$ cat src/gld_pkg.sv
// shared constants, types and controller/datapath interface structs for the
// grid line central difference block; no dependencies
`default_nettype none

package gld_pkg;

  localparam int DW          = 32;   // sample and position width, signed fixed point
  localparam int FB          = 16;   // fractional bits
  localparam int MIN_LINE    = 3;    // shortest line with a real central difference
  localparam int LC_W        = 2;    // line count, saturates at MIN_LINE
  localparam int CNT_W       = $clog2(DW);
  localparam int IN_TDATA_W  = ((2 * DW + 7) / 8) * 8;
  localparam int OUT_TDATA_W = ((DW + 7) / 8) * 8;
  localparam int IN_TUSER_W  = 1;
  localparam int OUT_TUSER_W = 3;

  typedef enum logic [1:0] {
    OSEL_RES,
    OSEL_PEND,
    OSEL_SHORT
  } osel_t;

  typedef struct packed {
    logic  accept;
    logic  in_end;
    logic  setup;
    logic  check;
    logic  div_step;
    logic  finish;
    logic  store_pend;
    logic  out_load;
    osel_t out_sel;
    logic  out_last;
  } gld_cmd_t;

  typedef struct packed {
    logic pair_ok;
    logic presat;
    logic out_free;
  } gld_stat_t;

endpackage

`default_nettype wire

$ cat src/gld_datapath.sv
// datapath: sample history, restoring divider, result and pending registers,
// output word register; depends on gld_pkg
`default_nettype none

module gld_datapath (
  input  logic                             clk,
  input  logic                             rst_n,
  input  logic [gld_pkg::IN_TDATA_W-1:0]   in_tdata,   // position, sample
  input  logic [gld_pkg::IN_TUSER_W-1:0]   in_tuser,   // sample_valid
  input  gld_pkg::gld_cmd_t                cmd,
  output gld_pkg::gld_stat_t               stat,
  output logic                             out_tvalid,
  input  logic                             out_tready,
  output logic [gld_pkg::OUT_TDATA_W-1:0]  out_tdata,  // slope
  output logic [gld_pkg::OUT_TUSER_W-1:0]  out_tuser,  // slope_valid, saturated, short_line
  output logic                             out_tlast
);
  import gld_pkg::*;

  localparam int WIDE = DW + FB + 1;

  logic [DW-1:0] in_pos;
  logic [DW-1:0] in_val;
  logic          in_ok;

  logic [DW-1:0] older_pos_r, older_val_r, newer_pos_r, newer_val_r;
  logic          older_ok_r, newer_ok_r;

  logic [DW:0]   dv_r, dp_r;
  logic          pair_ok_r;
  logic          neg_r;
  logic [DW:0]   a_r, b_r;
  logic          presat_r;
  logic [DW:0]   rem_r;
  logic [DW-1:0] dsh_r;
  logic [DW-1:0] q_r;

  logic [WIDE-1:0] ext;
  logic [FB:0]     ext_top;
  logic [DW+1:0]   trial;
  logic [DW+1:0]   trial_diff;

  logic [DW-1:0] lim, mag;
  logic          sat;
  logic [DW-1:0] res_slope_nxt;
  logic          res_ok_nxt, res_sat_nxt;

  logic [DW-1:0] res_slope_r, pend_slope_r;
  logic          res_ok_r, res_sat_r, pend_ok_r, pend_sat_r;

  logic [DW-1:0] out_slope_r;
  logic          out_valid_r, out_ok_r, out_sat_r, out_short_r, out_last_r;

  assign in_pos = in_tdata[DW-1:0];
  assign in_val = in_tdata[2*DW-1:DW];
  assign in_ok  = in_tuser[0];

  // numerator scaled by the fraction bits; the part above DW bits must be below
  // the divisor or the quotient overflows
  assign ext     = WIDE'(a_r) << FB;
  assign ext_top = ext[WIDE-1:DW];

  assign trial      = {rem_r, dsh_r[DW-1]};
  assign trial_diff = trial - {1'b0, b_r};

  always_comb begin
    lim = neg_r ? (DW'(1) << (DW - 1)) : ((DW'(1) << (DW - 1)) - DW'(1));
    sat = presat_r | (q_r > lim);
    mag = sat ? lim : q_r;
    if (pair_ok_r) begin
      res_slope_nxt = neg_r ? (~mag + 1'b1) : mag;
      res_ok_nxt    = 1'b1;
      res_sat_nxt   = sat;
    end else begin
      res_slope_nxt = '0;
      res_ok_nxt    = 1'b0;
      res_sat_nxt   = 1'b0;
    end
  end

  assign stat.pair_ok  = pair_ok_r;
  assign stat.presat   = ((DW + 1)'(ext_top) >= b_r);
  assign stat.out_free = ~out_valid_r | out_tready;

  // sample history
  always_ff @(posedge clk) begin
    if (!rst_n) begin
      older_ok_r <= 1'b0;
      newer_ok_r <= 1'b0;
    end else if (cmd.accept) begin
      if (cmd.in_end) begin
        older_ok_r <= 1'b0;
        newer_ok_r <= 1'b0;
      end else begin
        older_ok_r <= newer_ok_r;
        newer_ok_r <= in_ok;
      end
    end
  end

  always_ff @(posedge clk) begin
    if (cmd.accept) begin
      older_pos_r <= newer_pos_r;
      older_val_r <= newer_val_r;
      newer_pos_r <= in_pos;
      newer_val_r <= in_val;
      dv_r        <= {in_val[DW-1], in_val} - {older_val_r[DW-1], older_val_r};
      dp_r        <= {in_pos[DW-1], in_pos} - {older_pos_r[DW-1], older_pos_r};
      pair_ok_r   <= older_ok_r & in_ok & (older_pos_r != in_pos);
    end
    if (cmd.setup) begin
      neg_r <= dv_r[DW] ^ dp_r[DW];
      a_r   <= dv_r[DW] ? (~dv_r + 1'b1) : dv_r;
      b_r   <= dp_r[DW] ? (~dp_r + 1'b1) : dp_r;
    end
    if (cmd.check) begin
      presat_r <= stat.presat;
      rem_r    <= (DW + 1)'(ext_top);
      dsh_r    <= ext[DW-1:0];
      q_r      <= '0;
    end
    if (cmd.div_step) begin
      dsh_r <= dsh_r << 1;
      if (!trial_diff[DW+1]) begin
        rem_r <= trial_diff[DW:0];
        q_r   <= {q_r[DW-2:0], 1'b1};
      end else begin
        rem_r <= trial[DW:0];
        q_r   <= {q_r[DW-2:0], 1'b0};
      end
    end
    if (cmd.finish) begin
      res_slope_r <= res_slope_nxt;
      res_ok_r    <= res_ok_nxt;
      res_sat_r   <= res_sat_nxt;
    end
    if (cmd.store_pend) begin
      pend_slope_r <= res_slope_nxt;
      pend_ok_r    <= res_ok_nxt;
      pend_sat_r   <= res_sat_nxt;
    end
  end

  // output word register
  always_ff @(posedge clk) begin
    if (!rst_n) begin
      out_valid_r <= 1'b0;
    end else if (cmd.out_load) begin
      out_valid_r <= 1'b1;
    end else if (out_tready) begin
      out_valid_r <= 1'b0;
    end
  end

  always_ff @(posedge clk) begin
    if (cmd.out_load) begin
      out_last_r <= cmd.out_last;
      case (cmd.out_sel)
        OSEL_PEND: begin
          out_slope_r <= pend_slope_r;
          out_ok_r    <= pend_ok_r;
          out_sat_r   <= pend_sat_r;
          out_short_r <= 1'b0;
        end
        OSEL_SHORT: begin
          out_slope_r <= '0;
          out_ok_r    <= 1'b0;
          out_sat_r   <= 1'b0;
          out_short_r <= 1'b1;
        end
        default: begin
          out_slope_r <= res_slope_r;
          out_ok_r    <= res_ok_r;
          out_sat_r   <= res_sat_r;
          out_short_r <= 1'b0;
        end
      endcase
    end
  end

  assign out_tvalid = out_valid_r;
  assign out_tdata  = OUT_TDATA_W'(out_slope_r);
  assign out_tuser  = {out_short_r, out_sat_r, out_ok_r};
  assign out_tlast  = out_last_r;

endmodule

`default_nettype wire

$ cat src/gld_ctrl.sv
// controller: line position tracking, result plan per sample, divider
// sequencing and output word issue; depends on gld_pkg
`default_nettype none

module gld_ctrl (
  input  logic               clk,
  input  logic               rst_n,
  input  logic               in_tvalid,
  input  logic               in_tlast,
  output logic               in_tready,
  output gld_pkg::gld_cmd_t  cmd,
  input  gld_pkg::gld_stat_t stat
);
  import gld_pkg::*;

  typedef enum logic [2:0] {
    ST_IDLE,
    ST_PEND,
    ST_SETUP,
    ST_CHECK,
    ST_DIV,
    ST_FIN,
    ST_EMIT
  } state_t;

  state_t            state_r;
  logic [LC_W-1:0]   lc_r;
  logic              pend_full_r;
  logic              plan_div_r;
  logic [1:0]        emit_cnt_r;
  logic              short_r;
  logic              last_final_r;
  logic              set_pend_r;
  logic [CNT_W-1:0]  div_cnt_r;

  logic              accept;
  logic              lc_lt2, lc_eq2;
  logic              p_div, p_last, p_short, p_pend;
  logic [1:0]        p_cnt;
  logic [LC_W-1:0]   lc_nxt;

  function automatic state_t after_pend(input logic div, input logic [1:0] cnt);
    state_t s;
    if (div) s = ST_SETUP;
    else if (cnt != 2'd0) s = ST_EMIT;
    else s = ST_IDLE;
    return s;
  endfunction

  assign in_tready = (state_r == ST_IDLE);
  assign accept    = in_tvalid & in_tready;

  // what this sample produces, decided from its line position
  always_comb begin
    lc_lt2  = lc_r < LC_W'(MIN_LINE - 1);
    lc_eq2  = lc_r == LC_W'(MIN_LINE - 1);
    p_div   = ~lc_lt2;
    p_short = in_tlast & lc_lt2;
    p_last  = in_tlast & ~lc_eq2;
    p_pend  = in_tlast & lc_eq2;
    if (in_tlast) begin
      p_cnt = (lc_r == '0) ? 2'd1 : 2'd2;
    end else if (lc_eq2) begin
      p_cnt = 2'd2;
    end else if (lc_lt2) begin
      p_cnt = 2'd0;
    end else begin
      p_cnt = 2'd1;
    end
    if (in_tlast) begin
      lc_nxt = '0;
    end else if (lc_r == LC_W'(MIN_LINE)) begin
      lc_nxt = lc_r;
    end else begin
      lc_nxt = lc_r + 1'b1;
    end
  end

  always_comb begin
    cmd          = '0;
    cmd.out_sel  = OSEL_RES;
    cmd.accept   = accept;
    cmd.in_end   = in_tlast;
    case (state_r)
      ST_PEND: begin
        cmd.out_load = stat.out_free;
        cmd.out_sel  = OSEL_PEND;
        cmd.out_last = 1'b1;
      end
      ST_SETUP: cmd.setup    = 1'b1;
      ST_CHECK: cmd.check    = 1'b1;
      ST_DIV:   cmd.div_step = 1'b1;
      ST_FIN: begin
        cmd.finish     = 1'b1;
        cmd.store_pend = set_pend_r;
      end
      ST_EMIT: begin
        cmd.out_load = stat.out_free;
        cmd.out_sel  = short_r ? OSEL_SHORT : OSEL_RES;
        cmd.out_last = last_final_r & (emit_cnt_r == 2'd1);
      end
      default: ;
    endcase
  end

  always_ff @(posedge clk) begin
    if (!rst_n) begin
      state_r      <= ST_IDLE;
      lc_r         <= '0;
      pend_full_r  <= 1'b0;
      plan_div_r   <= 1'b0;
      emit_cnt_r   <= 2'd0;
      short_r      <= 1'b0;
      last_final_r <= 1'b0;
      set_pend_r   <= 1'b0;
      div_cnt_r    <= '0;
    end else begin
      case (state_r)
        ST_IDLE: begin
          if (accept) begin
            lc_r         <= lc_nxt;
            plan_div_r   <= p_div;
            emit_cnt_r   <= p_cnt;
            short_r      <= p_short;
            last_final_r <= p_last;
            set_pend_r   <= p_pend;
            state_r      <= pend_full_r ? ST_PEND : after_pend(p_div, p_cnt);
          end
        end
        ST_PEND: begin
          if (stat.out_free) begin
            pend_full_r <= 1'b0;
            state_r     <= after_pend(plan_div_r, emit_cnt_r);
          end
        end
        ST_SETUP: begin
          state_r <= stat.pair_ok ? ST_CHECK : ST_FIN;
        end
        ST_CHECK: begin
          div_cnt_r <= '0;
          state_r   <= stat.presat ? ST_FIN : ST_DIV;
        end
        ST_DIV: begin
          div_cnt_r <= div_cnt_r + 1'b1;
          if (div_cnt_r == CNT_W'(DW - 1)) begin
            state_r <= ST_FIN;
          end
        end
        ST_FIN: begin
          if (set_pend_r) begin
            pend_full_r <= 1'b1;
          end
          state_r <= ST_EMIT;
        end
        ST_EMIT: begin
          if (stat.out_free) begin
            emit_cnt_r <= emit_cnt_r - 1'b1;
            if (emit_cnt_r == 2'd1) begin
              state_r <= ST_IDLE;
            end
          end
        end
        default: state_r <= ST_IDLE;
      endcase
    end
  end

endmodule

`default_nettype wire

$ cat src/grid_line_central_difference.sv
// top level of the grid line central difference block
// depends on gld_pkg, gld_ctrl and gld_datapath
`default_nettype none

// Samples of one grid line enter in line order, one word each; the line's
// last sample carries in_tlast. Each interior sample gets the slope
// (v[i+1]-v[i-1])/(p[i+1]-p[i-1]) in signed Q16.16, clamped to 32 bits with
// a saturated flag; the end samples repeat their neighbor's slope. Results lag
// one sample: the third word of a line releases two result words, the last
// word releases the last two, and for a three-sample line the third result
// leaves ahead of the next line's results. Lines of one or two samples return
// short_line words with zero slope. A word that needs a division goes through
// capture, operand setup, range check, 32 steps of a radix-2 restoring divider
// and the truncate/clamp step, then issues its result words in turn; an invalid
// pair or a position tie skips the check and the divider, and an over-range
// quotient skips the divider. Words without a division go from capture straight
// to issue, a held-over third result is issued before the new word is handled,
// and a stalled output register holds the controller until it frees. A finished
// word waits in the output register while the next input is taken.
module grid_line_central_difference (
  input  logic                             clk,
  input  logic                             rst_n,
  input  logic                             in_tvalid,
  output logic                             in_tready,
  input  logic [gld_pkg::IN_TDATA_W-1:0]   in_tdata,   // [31:0] position, [63:32] sample
  input  logic [gld_pkg::IN_TUSER_W-1:0]   in_tuser,   // [0] sample_valid
  input  logic                             in_tlast,   // line_end
  output logic                             out_tvalid,
  input  logic                             out_tready,
  output logic [gld_pkg::OUT_TDATA_W-1:0]  out_tdata,  // [31:0] slope
  output logic [gld_pkg::OUT_TUSER_W-1:0]  out_tuser,  // [0] slope_valid, [1] saturated,
                                                       // [2] short_line
  output logic                             out_tlast   // line_last
);
  import gld_pkg::*;

  gld_cmd_t  cmd;
  gld_stat_t stat;

  gld_ctrl u_ctrl (
    .clk       (clk),
    .rst_n     (rst_n),
    .in_tvalid (in_tvalid),
    .in_tlast  (in_tlast),
    .in_tready (in_tready),
    .cmd       (cmd),
    .stat      (stat)
  );

  gld_datapath u_dp (
    .clk        (clk),
    .rst_n      (rst_n),
    .in_tdata   (in_tdata),
    .in_tuser   (in_tuser),
    .cmd        (cmd),
    .stat       (stat),
    .out_tvalid (out_tvalid),
    .out_tready (out_tready),
    .out_tdata  (out_tdata),
    .out_tuser  (out_tuser),
    .out_tlast  (out_tlast)
  );

endmodule

`default_nettype wire

$ cat config.mk
export PLATFORM = sky130hd
export DESIGN_NAME = grid_line_central_difference
export DESIGN_NICKNAME = d
export VERILOG_FILES = /design/src/gld_pkg.sv /design/src/gld_datapath.sv /design/src/gld_ctrl.sv /design/src/grid_line_central_difference.sv
export SDC_FILE = /design/constraint.sdc
export NUM_CORES = 1
export LEC_CHECK = 0
export ABC_AREA = 1
export BUFFER_PORTS_ARGS = -buffer_cell sky130_fd_sc_hd__clkbuf_2
export CORE_MARGIN = 2
export CORE_UTILIZATION = 60
export CTS_BUF_LIST = sky130_fd_sc_hd__clkbuf_4 sky130_fd_sc_hd__clkbuf_8
export CTS_CLUSTER_SIZE = 24
export DETAILED_ROUTE_END_ITERATION = 8
export PLACE_DENSITY_LB_ADDON = 0.08
export SLEW_MARGIN = 20
export SYNTH_ARGS = -nofsm -noshare
export SYNTH_HDL_FRONTEND = slang
export SYNTH_SLANG_ARGS = --single-unit
export TNS_END_PERCENT = 10
$ cat constraint.sdc
create_clock -name clk -period 7.25 [get_ports clk]
set_input_delay 0.3625 -clock clk [delete_from_list [all_inputs] [get_ports clk]]
set_output_delay 0.3625 -clock clk [all_outputs]
set_load 0.005 [all_outputs]
==> flow_summary.ini <==
[min_path]
worstHoldStart = rst_n
holdCritPathClass = in2reg

[place]
hpwl_mm = 39.38
dpl.cell_count = 3172
io_buffers = 107
detailed_place.area_um2 = 26410
place_congestion = 0.9318
dpl_worst_slack_ps = 2509

[status]
status = finished clean

[synthesis]
synth_cell_types = 67
synth_top_area_share = 0.5311
ys.flop_type = edfxtp_1
synth_nets = 2801
ys_ff_latch = 468
ys_async_sr_fraction = 0
syn_inst = 2569
synth-edff-count = 448
avgSynthCellArea_um2 = 9.860
synth_area_um2 = 25330
synth_area_leaders = edfxtp_1, ha_1, nand2_1
yosysSeqAreaShare = 0.5469
yosysTopAreaCell = edfxtp_1
synth_warnings = 0

[cts]
h-tree-depth = 3
cts_root_buf = clkbuf_8
cts.sinks = 468
cts_tree = built
clk_latency_ps = 660
postCtsSetupBuffers = 0
clk_pin_slew_ps = 60
cts_buffers = 78
clockBufferDepth = 3

[floorplanning]
die-area_um2 = 43880
die_h_um = 209.5
ioPinCount = 108
die_x_um = 209.5
core_region_area_um2 = 41850
row_count = 75
initial_core_util = 0.6052

[routing]
wire_per_inst_um = 16.51
drtPass1Iterations = 6
drcViolationCount = 0
dr_total_vias = 18510
wl_mm = 55.78
via_per_inst = 5.479
postRouteAntennaNets = 0
first_iter_violations = 1316

[grt]
grt_max_degree = 136
antenna_found_initial = 0
grt_first_pass_wirelength_mm = 90.15
grt_pass1_vias = 18020
grt_use_total = 0.2582
overflow = 0

[sta]
min_period_ps = 4781
relSlewSlack = 0.3550
slew_violations = 0
finalWorstSetupSlack_ps = 2469
max_freq_mhz = 209.2
post-route-period-util = 0.6594
final.setup_skew_ps = 26.94
worst_slew_pin_slew_ps = 961.6
rsz0062_at_grt = no
setup_viol = 0
final.setup.tns_ps = 0
hold_viol = 0

[finish]
diodes = 0
area_delta_synth_final_pct = 13.00
drive_gt1_frac = 0.09789
fin_cells = 3379
final_nets = 3012
stdcell_area_um2 = 28620

[setup_path]
start_kind = flop
critical_path.startpoint = u_dp.neg_r$_DFFE_PN_
r2r-start = u_dp.neg_r$_DFFE_PN_
worstSetupPathType = reg2reg
max_stage_delay_ps = 560
path_max_fanout = 64
worstPathCellList = buf_4, inv_1, ha_1, nand2_1, nor2_1, nor3b_2, nand4_2, nand2_4, nand2_4, nand2_8, o21ai_0, inv_1, ha_1, nand2_1, nor2_1, nand2_2, o21ai_4, nand4_1, nand2_1, nor2_1
critPathSlowestCell = buf_4
crit_required_ps = 7630
endpoint_kind = flop
cp_data_arrival_time_ps = 5160

[power_and_ir_drop]
cellPowerDensity_nw_per_um2 = 402.3
leakagePower_nw = 12.14
finalPower_mw = 11.51
irDropWorstVdd_v = 0.0002686

[flow_run]
cap_violations = 0
per-layer routing:
| layer | up-vias | track usage | wire length, um |
|---|---|---|---|
| met1 | 8707 | 0.3524 | 25260 |
| met5 | - | 0 | 0 |
| met4 | 0 | 0.07826 | 1453 |
| li1 | 9249 | - | - |
| met2 | 448 | 0.4291 | 26390 |
| met3 | 110 | 0.04175 | 2682 |
sequential cells by signal, indices dropped and copies added (netlist names), 33 cells and up:
register    flops
u_dp.dv_r      33
u_dp.rem_r     33
u_dp.dp_r      33
u_dp.a_r       33
u_dp.b_r       33
worst paths after layout:
check | end | slack (ps) | cells past startpoint
max reg2reg | u_dp.res_slope_r[22]$_DFFE_PP_ | 2470 | 20
min reg2reg | u_dp.older_val_r[26]$_DFFE_PP_ | 420 | 0
min | u_dp.out_tvalid$_SDFFE_PN0P_ | 60 | 3
max | u_dp.res_slope_r[22]$_DFFE_PP_ | 2470 | 20
area by class of cell:
| type | count | area, um^2 |
|---|---|---|
| clock inverter | 38 | 236.5 |
| inverter | 341 | 1287 |
| fill | 3272 | 13230 |
| clock buffer | 102 | 1285 |
| timing repair buffer | 187 | 1321 |
| sequential | 468 | 13850 |
| multi-input combinational | 1704 | 9963 |
| tap | 539 | 674.4 |
cells by family (layout without fill, tap and decap cells):
logic type      count (synthesis)  after routing  share of synthesized area
flops                         468            468                     0.5469
compound gates                430            430                    0.09894
mux                             1              1                  0.0003952
simple gates                  960            960                     0.1597
fa+ha+maj                     162            162                    0.08091
buf+inv                       397            668                    0.06096
xor+xnor                      151            151                    0.05221
power by group:
part / switching [mW] / total (mW) / leakage, nW / internal (mW)
logic: 2.96 / 4.52 / 6.99 / 1.57
registers: 0.465 / 4.69 / 4.35 / 4.23
clock network: 1.07 / 2.30 / 0.798 / 1.23
total: 4.49 / 11.5 / 12.1 / 7.03
layout by cell type (no fill, tap or decap), drive strengths merged, types with 6 or more instances in the layout:
cell / netlist / final
a31oi: 29 / 29
buf: 19 / 14
inv: 338 / 341
nor3b: 6 / 6
dlygate4sd3: 0 / 66
o211ai: 23 / 23
a21oi: 179 / 179
o21ai: 122 / 122
clkinv: 3 / 33
xnor2: 69 / 69
nand3: 122 / 122
o21a: 11 / 11
o21bai: 12 / 12
nor2: 241 / 241
nand4: 15 / 15
edfxtp: 448 / 448
clkbuf: 37 / 209
nor3: 39 / 39
nor4: 14 / 14
a221oi: 7 / 7
ha: 159 / 159
nand2: 507 / 507
a211oi: 7 / 7
a21boi: 14 / 14
dfxtp: 20 / 20
xor2: 82 / 82
synthesized netlist by cell type (all sizes together) (2+ instances only):
library cell    n
o211a           2
edfxtp        448
a221oi          7
nand3b          5
a21o            5
o21a           11
nand4          15
a21oi         179
xnor2          69
a31oi          29
and2            4
fa              3
nand2         507
nor2          241
a311oi          2
o41ai           2
o21ai         122
inv           338
buf            19
clkinv          3
a211oi          7
o221ai          4
o211ai         23
o21bai         12
nand3         122
a21boi         14
nor3b           6
clkbuf         37
ha            159
dfxtp          20
xor2           82
or2             5
nor3           39
nor4           14
worst max-delay path: cells and delay by family, from the launching register on:
| family | cells | cell delay, ps |
|---|---|---|
| AOI/OAI and AO/OA | 2 | 440 |
| adders and majority gates | 2 | 600 |
| buffers and inverters | 3 | 1100 |
| DFF | 1 | 320 |
| and+or+nand+nor | 13 | 2010 |
through the flow:
stage                     hold WS, ps    util
final                           58.83  0.6839
after global routing            32.35  0.6839
after CTS                       6.251  0.6832
after detailed placement        404.5  0.6311
after global placement          400.3  0.6311
after floorplan                 400.3       -
timing repair:
item | in CTS | in global routing
endpoints found under the setup margin | 0 | 0
hold endpoints to repair | 66 | 0
resized for setup | 0 | 0
hold buffers | 66 | 0
No activity file was read; power rests on OpenSTA's default activity.
